File: src/sv/tbt_pkg.sv
// shared types, widths and codes for the two-bearing triangulation block
package tbt_pkg;

    localparam int ANGLE_WIDTH  = 16;
    localparam int COORD_WIDTH  = 32;

    // internal formats
    localparam int BAM_WIDTH    = 32;               // binary angle, one turn = 2^32
    localparam int CORDIC_STEPS = 30;
    localparam int TRIG_FRAC    = 30;               // Q2.30 sine and cosine
    localparam int TRIG_WIDTH   = TRIG_FRAC + 2;
    localparam int CORE_WIDTH   = TRIG_WIDTH + 1;   // cordic x/y with headroom
    localparam int PROD_WIDTH   = 2 * TRIG_WIDTH;   // trig product
    localparam int PMAG_WIDTH   = 2 * TRIG_FRAC + 1; // |trig product| <= 2^60
    localparam int SPLIT        = 31;               // low slice of the product magnitude
    localparam int DX_WIDTH     = COORD_WIDTH + 1;
    localparam int NMAG_WIDTH   = COORD_WIDTH + PMAG_WIDTH;
    localparam int NUM_WIDTH    = NMAG_WIDTH + 2;   // signed numerator
    localparam int DIV_WIDTH    = TRIG_FRAC + 1 + TRIG_FRAC; // |det| << 30
    localparam int QUOT_BITS    = 63;
    localparam int QW           = QUOT_BITS + 1;
    localparam int SUM_WIDTH    = QW + 1;
    localparam int QUEUE_DEPTH  = 4;

    localparam logic [QW-1:0] OFFSET_LIMIT = QW'(1) << (QUOT_BITS - 1);
    localparam logic signed [COORD_WIDTH-1:0] COORD_HI = {1'b0, {(COORD_WIDTH-1){1'b1}}};
    localparam logic signed [COORD_WIDTH-1:0] COORD_LO = {1'b1, {(COORD_WIDTH-1){1'b0}}};

    typedef enum logic [1:0] {
        ST_VALID     = 2'd0,
        ST_PARALLEL  = 2'd1,
        ST_SATURATED = 2'd2
    } t_status;

    typedef enum logic [1:0] {
        REG_SENSOR_ONE_X = 2'd0,
        REG_SENSOR_ONE_Y = 2'd1,
        REG_SENSOR_TWO_X = 2'd2,
        REG_SENSOR_TWO_Y = 2'd3
    } t_reg_idx;

    typedef struct packed {
        logic [ANGLE_WIDTH-1:0] bearing_one;
        logic [ANGLE_WIDTH-1:0] bearing_two;
    } t_in;

    typedef struct packed {
        logic signed [COORD_WIDTH-1:0] target_x;
        logic signed [COORD_WIDTH-1:0] target_y;
        t_status                       status;
    } t_out;

    typedef struct packed {
        logic signed [TRIG_WIDTH-1:0] cos_one;
        logic signed [TRIG_WIDTH-1:0] sin_one;
        logic signed [TRIG_WIDTH-1:0] cos_two;
        logic signed [TRIG_WIDTH-1:0] sin_two;
        logic signed [TRIG_WIDTH-1:0] det;
        logic                         parallel;
    } t_mid;

    typedef struct packed {
        logic signed [COORD_WIDTH-1:0] one_x;
        logic signed [COORD_WIDTH-1:0] one_y;
        logic signed [COORD_WIDTH-1:0] two_x;
        logic signed [COORD_WIDTH-1:0] two_y;
    } t_sensors;

endpackage

File: src/sv/tbt_queue.sv
// small queue between the trig front end and the solver
module tbt_queue
    import tbt_pkg::*;
(
    input  logic i_clk,
    input  logic i_rst_n,
    input  logic i_push,
    input  t_mid i_data,
    output logic o_full,
    output logic o_valid,
    input  logic i_pop,
    output t_mid o_data
);

    localparam int QA = $clog2(QUEUE_DEPTH);

    logic [QA-1:0] r_wr, r_rd;
    logic [QA:0]   r_cnt;
    t_mid          r_mem [QUEUE_DEPTH];

    always_ff @(posedge i_clk) begin
        if (!i_rst_n) begin
            r_wr  <= '0;
            r_rd  <= '0;
            r_cnt <= '0;
        end else begin
            if (i_push) begin
                r_wr <= r_wr + 1'b1;
            end
            if (i_pop) begin
                r_rd <= r_rd + 1'b1;
            end
            r_cnt <= r_cnt + (QA+1)'(i_push) - (QA+1)'(i_pop);
        end
    end

    always_ff @(posedge i_clk) begin
        if (i_push) begin
            r_mem[r_wr] <= i_data;
        end
    end

    assign o_full  = r_cnt == (QA+1)'(QUEUE_DEPTH);
    assign o_valid = r_cnt != '0;
    assign o_data  = r_mem[r_rd];

endmodule

File: config.mk
export PLATFORM = sky130hd
export DESIGN_NAME = tbt_queue
export DESIGN_NICKNAME = d
export VERILOG_FILES = /design/src/sv/tbt_pkg.sv /design/src/sv/tbt_queue.sv
export SDC_FILE = /design/constraint.sdc
export NUM_CORES = 1
export LEC_CHECK = 0
export BUFFER_PORTS_ARGS = -buffer_cell sky130_fd_sc_hd__buf_2
export CAP_MARGIN = 20
export CELL_PAD_IN_SITES_DETAIL_PLACEMENT = 1
export CELL_PAD_IN_SITES_GLOBAL_PLACEMENT = 2
export CORE_ASPECT_RATIO = 1.2
export CORE_MARGIN = 2
export CORE_UTILIZATION = 45
export DETAILED_ROUTE_END_ITERATION = 6
export PLACE_DENSITY_LB_ADDON = 0.08
export SLEW_MARGIN = 15
export SYNTH_ARGS = -nofsm -noshare
export SYNTH_HDL_FRONTEND = slang
export SYNTH_SLANG_ARGS = --single-unit
export TNS_END_PERCENT = 30
File: constraint.sdc
create_clock -name i_clk -period 7.2 [get_ports i_clk]
set_input_delay 2.16 -clock i_clk [delete_from_list [all_inputs] [get_ports i_clk]]
set_output_delay 2.16 -clock i_clk [all_outputs]
set_load 0.1 [all_outputs]
==> impl_metrics.xml, run 1 <==
<?xml version="1.0" encoding="UTF-8"?>
<metrics>
  <group name="drt">
    <metric name="routed-via-count" unit="">10520</metric>
    <metric name="first_iteration_detailed_routing_drc_count" unit="">532</metric>
    <metric name="avgViaCountPerCell" unit="">5.229</metric>
    <metric name="postRouteWirelength" unit="mm">50.12</metric>
    <metric name="wl_per_cell" unit="um">24.91</metric>
    <metric name="drt_pass_1_iters" unit="">4</metric>
    <metric name="drtAntennaViolNets" unit="">0</metric>
    <metric name="drc_errors" unit="">0</metric>
  </group>
  <group name="clock_tree">
    <metric name="clkLatencyLatePin" unit="ns">0.59</metric>
    <metric name="cts.reportedPaths.clkPinSlew" unit="ns">0.06</metric>
    <metric name="cts.sink_count" unit="">653</metric>
    <metric name="htree_levels" unit="">3</metric>
    <metric name="clockBufferDepth" unit="">3</metric>
    <metric name="cts-root-buf" unit="">sky130_fd_sc_hd__clkbuf_16</metric>
    <metric name="postCtsHoldBufs" unit="">0</metric>
    <metric name="numCtsBuffers" unit="">66</metric>
    <metric name="cts_tree" unit="">yes</metric>
    <metric name="postCtsSetupBuffers" unit="">0</metric>
    <metric name="post_cts_resize_count" unit="">0</metric>
  </group>
  <group name="yosys">
    <metric name="synth_async_sr_flop_share" unit="%">0</metric>
    <metric name="syn-cell-area" unit="mm2">0.02365</metric>
    <metric name="synth_cells" unit="">884</metric>
    <metric name="syn_area_cell" unit="um2">26.75</metric>
    <metric name="synth_seq_cells" unit="">653</metric>
    <metric name="synth-edff-count" unit="">644</metric>
    <metric name="yosys_most_used_dff" unit="">sky130_fd_sc_hd__edfxtp_1</metric>
    <metric name="synth-seq-area-share" unit="%">82.54</metric>
    <metric name="synth.distinct_cells" unit="">19</metric>
    <metric name="yosysWarnings" unit="">0</metric>
    <metric name="synth_fp_nets" unit="">1056</metric>
  </group>
  <group name="job">
    <metric name="maxCapViolCount" unit="">0</metric>
  </group>
  <group name="critical_path">
    <metric name="crit-reg2reg-launch" unit="">r_wr[0]</metric>
    <metric name="worst_r2r_path_depth" unit="">4</metric>
    <metric name="critPathCapture" unit="">o_data[37]</metric>
    <metric name="timing.critical_path.required" unit="ns">5.04</metric>
    <metric name="critical_path.reg2reg.endpoint" unit="">r_mem[2][27]</metric>
    <metric name="setup.worst_path.start_class" unit="">flop</metric>
    <metric name="timing.critical_path.arrival" unit="ns">2.99</metric>
    <metric name="setup.worst_path.end_class" unit="">primary output</metric>
    <metric name="critical_path.max_fanout" unit="">59</metric>
    <metric name="timing_worst_setup_path_type" unit="">reg2out</metric>
    <metric name="regToRegSetupSlack" unit="ns">4.80</metric>
  </group>
  <group name="sta">
    <metric name="fin_crit_sh" unit="%">71.56</metric>
    <metric name="finClkSkew" unit="ns">0.01335</metric>
    <metric name="finalSetupTns" unit="ns">0</metric>
    <metric name="hold_violations" unit="">0</metric>
    <metric name="layout_min_cycle_time" unit="ns">5.153</metric>
    <metric name="final-setup-viol-count" unit="">0</metric>
    <metric name="max-slew-margin-rel" unit="%">32.09</metric>
    <metric name="worst_pin_slew" unit="ns">1.019</metric>
    <metric name="max_clock_freq" unit="GHz">0.1941</metric>
    <metric name="setup_repair_after_global_routing_missed_its_margin" unit="">false</metric>
    <metric name="slew_violations" unit="">0</metric>
  </group>
  <group name="global_routing">
    <metric name="grt_start_max_net_pins" unit="">81</metric>
    <metric name="grt_antenna_before_repair" unit="">15</metric>
    <metric name="gr-usage-met2" unit="%">30.41</metric>
    <metric name="grt_most_used_layer" unit="">met2</metric>
    <metric name="grt_usage" unit="%">18.78</metric>
    <metric name="global_route_wire_length_before_repair" unit="mm">74.20</metric>
    <metric name="global_route.overflow_total" unit="">0</metric>
    <metric name="met1_usage" unit="%">23.68</metric>
    <metric name="first_global_vias" unit="">11600</metric>
    <metric name="grtUsageMet3" unit="%">6.049</metric>
  </group>
  <group name="power_and_ir_drop">
    <metric name="peakVddDrop" unit="V">0.0002118</metric>
    <metric name="p_total" unit="uW">9367</metric>
    <metric name="leakage" unit="uW">0.009380</metric>
    <metric name="power_per_cell_area" unit="mW/mm2">332.8</metric>
  </group>
  <group name="floorplan">
    <metric name="pin_count" unit="">328</metric>
    <metric name="die_span_in_x" unit="um">213.3</metric>
    <metric name="die_y" unit="um">255.1</metric>
    <metric name="core_area" unit="mm2">0.05226</metric>
    <metric name="total_die_area" unit="mm2">0.05441</metric>
    <metric name="initial_core_util" unit="%">45.25</metric>
    <metric name="placement_rows" unit="">92</metric>
  </group>
  <group name="final_layout">
    <metric name="post-route-cell-area" unit="mm2">0.02815</metric>
    <metric name="final_nets" unit="">1428</metric>
    <metric name="drive_gt1_share" unit="%">45.31</metric>
    <metric name="area.growth.synth_to_final" unit="%">19.03</metric>
  </group>
  <group name="placed_design">
    <metric name="placed_cell_areas" unit="mm2">0.02613</metric>
    <metric name="placement.io_buffers" unit="">327</metric>
    <metric name="routabilityCongestion" unit="">0.6987</metric>
    <metric name="dp_hpwl" unit="mm">29.87</metric>
  </group>
  <group name="hold_path">
    <metric name="hp-class" unit="">reg2reg</metric>
  </group>
  <group name="status">
    <metric name="outcome" unit="">finished, final reports clean</metric>
  </group>
</metrics>
[cell type report]
cell class | count | area [um2]
Fill cell | 4559 | 24110
Timing Repair Buffer | 340 | 1822
Multi-Input combinational cell | 188 | 3874
Clock buffer | 86 | 1833
Clock inverter | 28 | 172.7
Sequential cell | 653 | 19530
Antenna cell | 5 | 12.51
Inverter | 7 | 26.28
Tap cell | 705 | 882.1
[synth_stat cells, types with 2 or more instances]
cell type	instances	share of area, %
sky130_fd_sc_hd__inv_1	7	0.11
sky130_fd_sc_hd__and2_1	6	0.16
sky130_fd_sc_hd__nor2_1	5	0.079
sky130_fd_sc_hd__buf_6	11	0.52
sky130_fd_sc_hd__buf_2	18	0.38
sky130_fd_sc_hd__edfxtp_1	644	82
sky130_fd_sc_hd__dfxtp_1	9	0.76
sky130_fd_sc_hd__ha_1	6	0.32
sky130_fd_sc_hd__clkbuf_1	7	0.11
sky130_fd_sc_hd__xnor2_1	2	0.074
sky130_fd_sc_hd__mux4_2	161	15
[critical path, stage by stage, from the launching register on]
cell and delay [ns]:
sky130_fd_sc_hd__dfxtp_4 1.02, sky130_fd_sc_hd__buf_4 0.60, sky130_fd_sc_hd__mux4_2 0.33, sky130_fd_sc_hd__buf_2 0.43
[layout by cell type, fill, tap and decap left out, types with 4 or more instances in the layout]
cell type and instances:
sky130_fd_sc_hd__edfxtp_1 644, sky130_fd_sc_hd__and2_4 4, sky130_fd_sc_hd__ha_1 6, sky130_fd_sc_hd__clkbuf_1 15, sky130_fd_sc_hd__diode_2 5, sky130_fd_sc_hd__clkbuf_16 71, sky130_fd_sc_hd__buf_2 327, sky130_fd_sc_hd__inv_1 7
sky130_fd_sc_hd__clkinv_1 17, sky130_fd_sc_hd__dfxtp_1 7, sky130_fd_sc_hd__buf_12 7, sky130_fd_sc_hd__nor2_1 5, sky130_fd_sc_hd__buf_4 6, sky130_fd_sc_hd__mux4_2 161, sky130_fd_sc_hd__clkinv_2 8
[where the power goes]
| group | switching (uW) | leakage (uW) | internal [uW] |
|---|---|---|---|
| Sequential | 60.6 | 0.00599 | 4370 |
| Combinational | 1370 | 0.00241 | 349 |
| Clock | 1360 | 0.000983 | 1860 |
[state kept, by name, summed over array words and instances (netlist names), named ones only]
name and flops:
r_mem 644, r_wr 2, r_cnt 3, r_rd 2
[worst min path at each step]
stage            start   end  slack (ns)  cells past startpoint
2_1_floorplan  r_rd[1]  flop        0.50                      2
3_5_place_dp   r_rd[0]  flop        0.53                      2
6_report       r_rd[1]  flop        0.53                      2
5_1_grt        r_rd[1]  flop        0.57                      2
3_3_place_gp   r_rd[1]  flop        0.51                      2
4_1_cts        r_rd[1]  flop        0.54                      2
[cell families (layout without fill, tap and decap cells)]
kind of cell,Yosys count,count (layout),share of synthesized area [%]
compound gates,2,2,0.06347
xor+xnor,3,3,0.1746
fa+ha+maj,7,7,0.4021
buf+inv,43,461,1.127
flops,653,653,82.54
mux,162,162,15.37
other cells,0,5,0
simple gates,14,14,0.3228
[through the flow]
step | setup slack [ns] | utilization [%] | hold slack [ns] | std cells
6_report | 2.047 | 53.86 | 0.5307 | 2012
5_1_grt | 1.849 | 53.86 | 0.5734 | 2011
4_1_cts | 1.897 | 53.84 | 0.5432 | 2007
3_5_place_dp | 2.545 | 50.00 | 0.5271 | 1893
3_3_place_gp | 2.562 | 50.00 | 0.5102 | 1893
2_1_floorplan | 0.8320 | - | 0.4993 | 884
[routing by layer]
metal / share of wire (%) / up-vias / wire [um]
met5: 0.24 / - / 120
met4: 3.0 / 20 / 1520
met3: 7.2 / 98 / 3588
met2: 50 / 303 / 25290
met1: 39 / 5516 / 19600
li1: - / 4584 / -
Note: power is estimated with default switching activity, not from simulation.
==> inputs of run 2 (changes only) <==
==> constraint.sdc (replaced) <==
create_clock -name i_clk -period 5.3 [get_ports i_clk]
set_input_delay 1.59 -clock i_clk [delete_from_list [all_inputs] [get_ports i_clk]]
set_output_delay 1.59 -clock i_clk [all_outputs]
set_load 0.1 [all_outputs]
==> impl_metrics.xml, run 2 (synthesis results as in run 1) <==
<?xml version="1.0" encoding="UTF-8"?>
<metrics>
  <group name="status">
    <metric name="outcome" unit="">finished, final reports clean</metric>
  </group>
  <group name="clock_tree">
    <metric name="postCtsSetupBuffers" unit="">0</metric>
    <metric name="post_cts_resize_count" unit="">0</metric>
    <metric name="htree_levels" unit="">2</metric>
    <metric name="cts_tree" unit="">yes</metric>
    <metric name="postCtsHoldBufs" unit="">0</metric>
    <metric name="cts-root-buf" unit="">sky130_fd_sc_hd__clkbuf_16</metric>
    <metric name="clkLatencyLatePin" unit="ns">0.60</metric>
    <metric name="clockBufferDepth" unit="">3</metric>
    <metric name="cts.sink_count" unit="">653</metric>
    <metric name="cts.reportedPaths.clkPinSlew" unit="ns">0.06</metric>
    <metric name="numCtsBuffers" unit="">61</metric>
  </group>
  <group name="drt">
    <metric name="detail_route.wirelength.met1" unit="mm">20.34</metric>
    <metric name="avgViaCountPerCell" unit="">5.226</metric>
    <metric name="routed_length_on_met2" unit="mm">24.43</metric>
    <metric name="wl_per_cell" unit="um">24.73</metric>
    <metric name="postRouteWirelength" unit="mm">49.88</metric>
    <metric name="met3_wire_length" unit="mm">3.864</metric>
    <metric name="first_iteration_detailed_routing_drc_count" unit="">601</metric>
    <metric name="routed-via-count" unit="">10540</metric>
    <metric name="drt_pass_1_iters" unit="">6</metric>
    <metric name="top_signal_layer_used" unit="">met5</metric>
    <metric name="drc_errors" unit="">0</metric>
    <metric name="drtAntennaViolNets" unit="">0</metric>
  </group>
  <group name="final_layout">
    <metric name="final_cell_mix" unit="">sky130_fd_sc_hd__edfxtp_1, sky130_fd_sc_hd__buf_2, sky130_fd_sc_hd__mux4_2, sky130_fd_sc_hd__clkbuf_16, sky130_fd_sc_hd__clkbuf_1</metric>
    <metric name="final_common_cell" unit="">sky130_fd_sc_hd__edfxtp_1</metric>
    <metric name="largest_register_ff_count" unit="">644</metric>
    <metric name="postLayoutCoreUtil" unit="%">53.91</metric>
    <metric name="drive_gt1_share" unit="%">46.05</metric>
    <metric name="max_flop_register" unit="">r_mem</metric>
    <metric name="area.growth.synth_to_final" unit="%">19.14</metric>
    <metric name="final_nets" unit="">1431</metric>
    <metric name="layout_top_registers" unit="">r_mem (644), r_cnt (3)</metric>
  </group>
  <group name="critical_path">
    <metric name="critical_path.reg2reg.endpoint" unit="">r_mem[2][77]</metric>
    <metric name="critical_path.max_fanout" unit="">27</metric>
    <metric name="setup.worst_path.end_class" unit="">primary output</metric>
    <metric name="regToRegSetupSlack" unit="ns">3.24</metric>
    <metric name="crit_family" unit="">buffers and inverters</metric>
    <metric name="setup.worst_path.start_class" unit="">flop</metric>
    <metric name="timing.critical_path.required" unit="ns">3.71</metric>
    <metric name="crit_chain" unit="">buf_4 &gt; mux4_2 &gt; buf_2</metric>
    <metric name="timing.critical_path.arrival" unit="ns">2.41</metric>
    <metric name="worst_r2r_path_depth" unit="">4</metric>
    <metric name="crit-reg2reg-launch" unit="">r_wr[0]</metric>
    <metric name="worst_path_largest_cell_delay" unit="ns">0.60</metric>
    <metric name="timing_worst_setup_path_type" unit="">reg2out</metric>
    <metric name="path_buf_inv" unit="">2</metric>
    <metric name="cell_with_the_biggest_individual_delay_on_the_critical_path" unit="">sky130_fd_sc_hd__mux4_2</metric>
  </group>
  <group name="global_routing">
    <metric name="grt_antenna_before_repair" unit="">17</metric>
    <metric name="grt_start_max_net_pins" unit="">94</metric>
    <metric name="global_route_wire_length_before_repair" unit="mm">73.30</metric>
    <metric name="first_global_vias" unit="">11290</metric>
    <metric name="grt_usage" unit="%">18.33</metric>
    <metric name="global_route.overflow_total" unit="">0</metric>
  </group>
  <group name="sta">
    <metric name="setup_repair_after_global_routing_missed_its_margin" unit="">false</metric>
    <metric name="finClkSkew" unit="ns">0.01560</metric>
    <metric name="hold_violations" unit="">0</metric>
    <metric name="slew_violations" unit="">0</metric>
    <metric name="fin_crit_sh" unit="%">75.46</metric>
    <metric name="final_hold_slack" unit="ns">0.5418</metric>
    <metric name="layout_min_cycle_time" unit="ns">3.999</metric>
    <metric name="worst_pin_slew" unit="ns">0.8120</metric>
    <metric name="max_clock_freq" unit="GHz">0.2501</metric>
    <metric name="max-slew-margin-rel" unit="%">45.87</metric>
    <metric name="final-setup-viol-count" unit="">0</metric>
  </group>
  <group name="power_and_ir_drop">
    <metric name="leakage" unit="uW">0.009400</metric>
    <metric name="power_per_cell_area" unit="mW/mm2">449.9</metric>
    <metric name="peakVddDrop" unit="V">0.0003275</metric>
  </group>
  <group name="placed_design">
    <metric name="dp_hpwl" unit="mm">30.38</metric>
    <metric name="routabilityCongestion" unit="">0.7048</metric>
    <metric name="placement.io_buffers" unit="">327</metric>
  </group>
  <group name="floorplan">
    <metric name="core_area" unit="mm2">0.05226</metric>
    <metric name="die_y" unit="um">255.1</metric>
    <metric name="die_span_in_x" unit="um">213.3</metric>
    <metric name="initial_core_util" unit="%">45.25</metric>
    <metric name="pin_count" unit="">328</metric>
    <metric name="placement_rows" unit="">92</metric>
    <metric name="total_die_area" unit="mm2">0.05441</metric>
  </group>
  <group name="hold_path">
    <metric name="timing.hold.worst.start" unit="">r_rd[0]</metric>
    <metric name="hp-class" unit="">reg2reg</metric>
    <metric name="holdPathStages" unit="">2</metric>
  </group>
  <group name="job">
    <metric name="maxCapViolCount" unit="">0</metric>
  </group>
</metrics>
run 2: cell count changes in the layout (fill, tap and decap cells not counted), sizes merged:
| cell | delta |
|---|---|
| inv | -1 |
| diode | +2 |
| buf | +8 |
| bufinv | +6 |
| clkbuf | -9 |
| clkinvlp | +1 |
| clkinv | -2 |
run 2: metrics by stage:
step                setup WS (ns)  instance area, um2  std cells  setup TNS (ns)  total power (uW)
CTS                         1.194               28160       2010               0             12850
global placement            1.880               26220       1901               0              8488
floorplan                 -0.4980               23650        884         -160.35              8043
detailed placement          1.864               26220       1901               0              8517
global route                1.130               28170       2013               0             13080
finish                      1.301               28180       2017               0             12680
run 2: routing by layer:
layer	GRT usage (%)	vias to the layer above
met5	0	-
met4	5.476	22
met3	6.270	97
met2	29.11	286
met1	24.15	5552
li1	-	4584
run 2: how the worst max path moves through the flow:
stage	from	end	cells past startpoint
2_1_floorplan	i_push	r_mem[1][0]	1
4_1_cts	flop	o_data[121]	3
6_report	flop	o_data[121]	3
3_5_place_dp	flop	o_data[121]	3
5_1_grt	flop	o_data[121]	3
3_3_place_gp	flop	o_data[121]	3
run 2: where the power goes:
| group | total [uW] | switching, uW | internal (uW) |
|---|---|---|---|
| Combinational | 2380 | 1890 | 482 |
| Sequential | 5990 | 57.2 | 5940 |
| Clock | 4310 | 1820 | 2490 |
run 2: tightest hold or removal path, cell delays in order, from the launching register on:
cell and delay (ns):
sky130_fd_sc_hd__dfxtp_1 0.33, sky130_fd_sc_hd__nand3b_1 0.09, sky130_fd_sc_hd__a21oi_1 0.08
run 2: layout make-up:
| type | count | area, um2 |
|---|---|---|
| diodes | 7 | 17.52 |
| clock buffers | 77 | 1587 |
| clock inverters | 32 | 356.6 |
| fillers | 4577 | 24080 |
| inverters | 7 | 26.28 |
| multi-input cells | 188 | 3874 |
| flip-flops and latches | 653 | 19530 |
| well taps | 705 | 882.1 |
| repair buffers | 348 | 1907 |
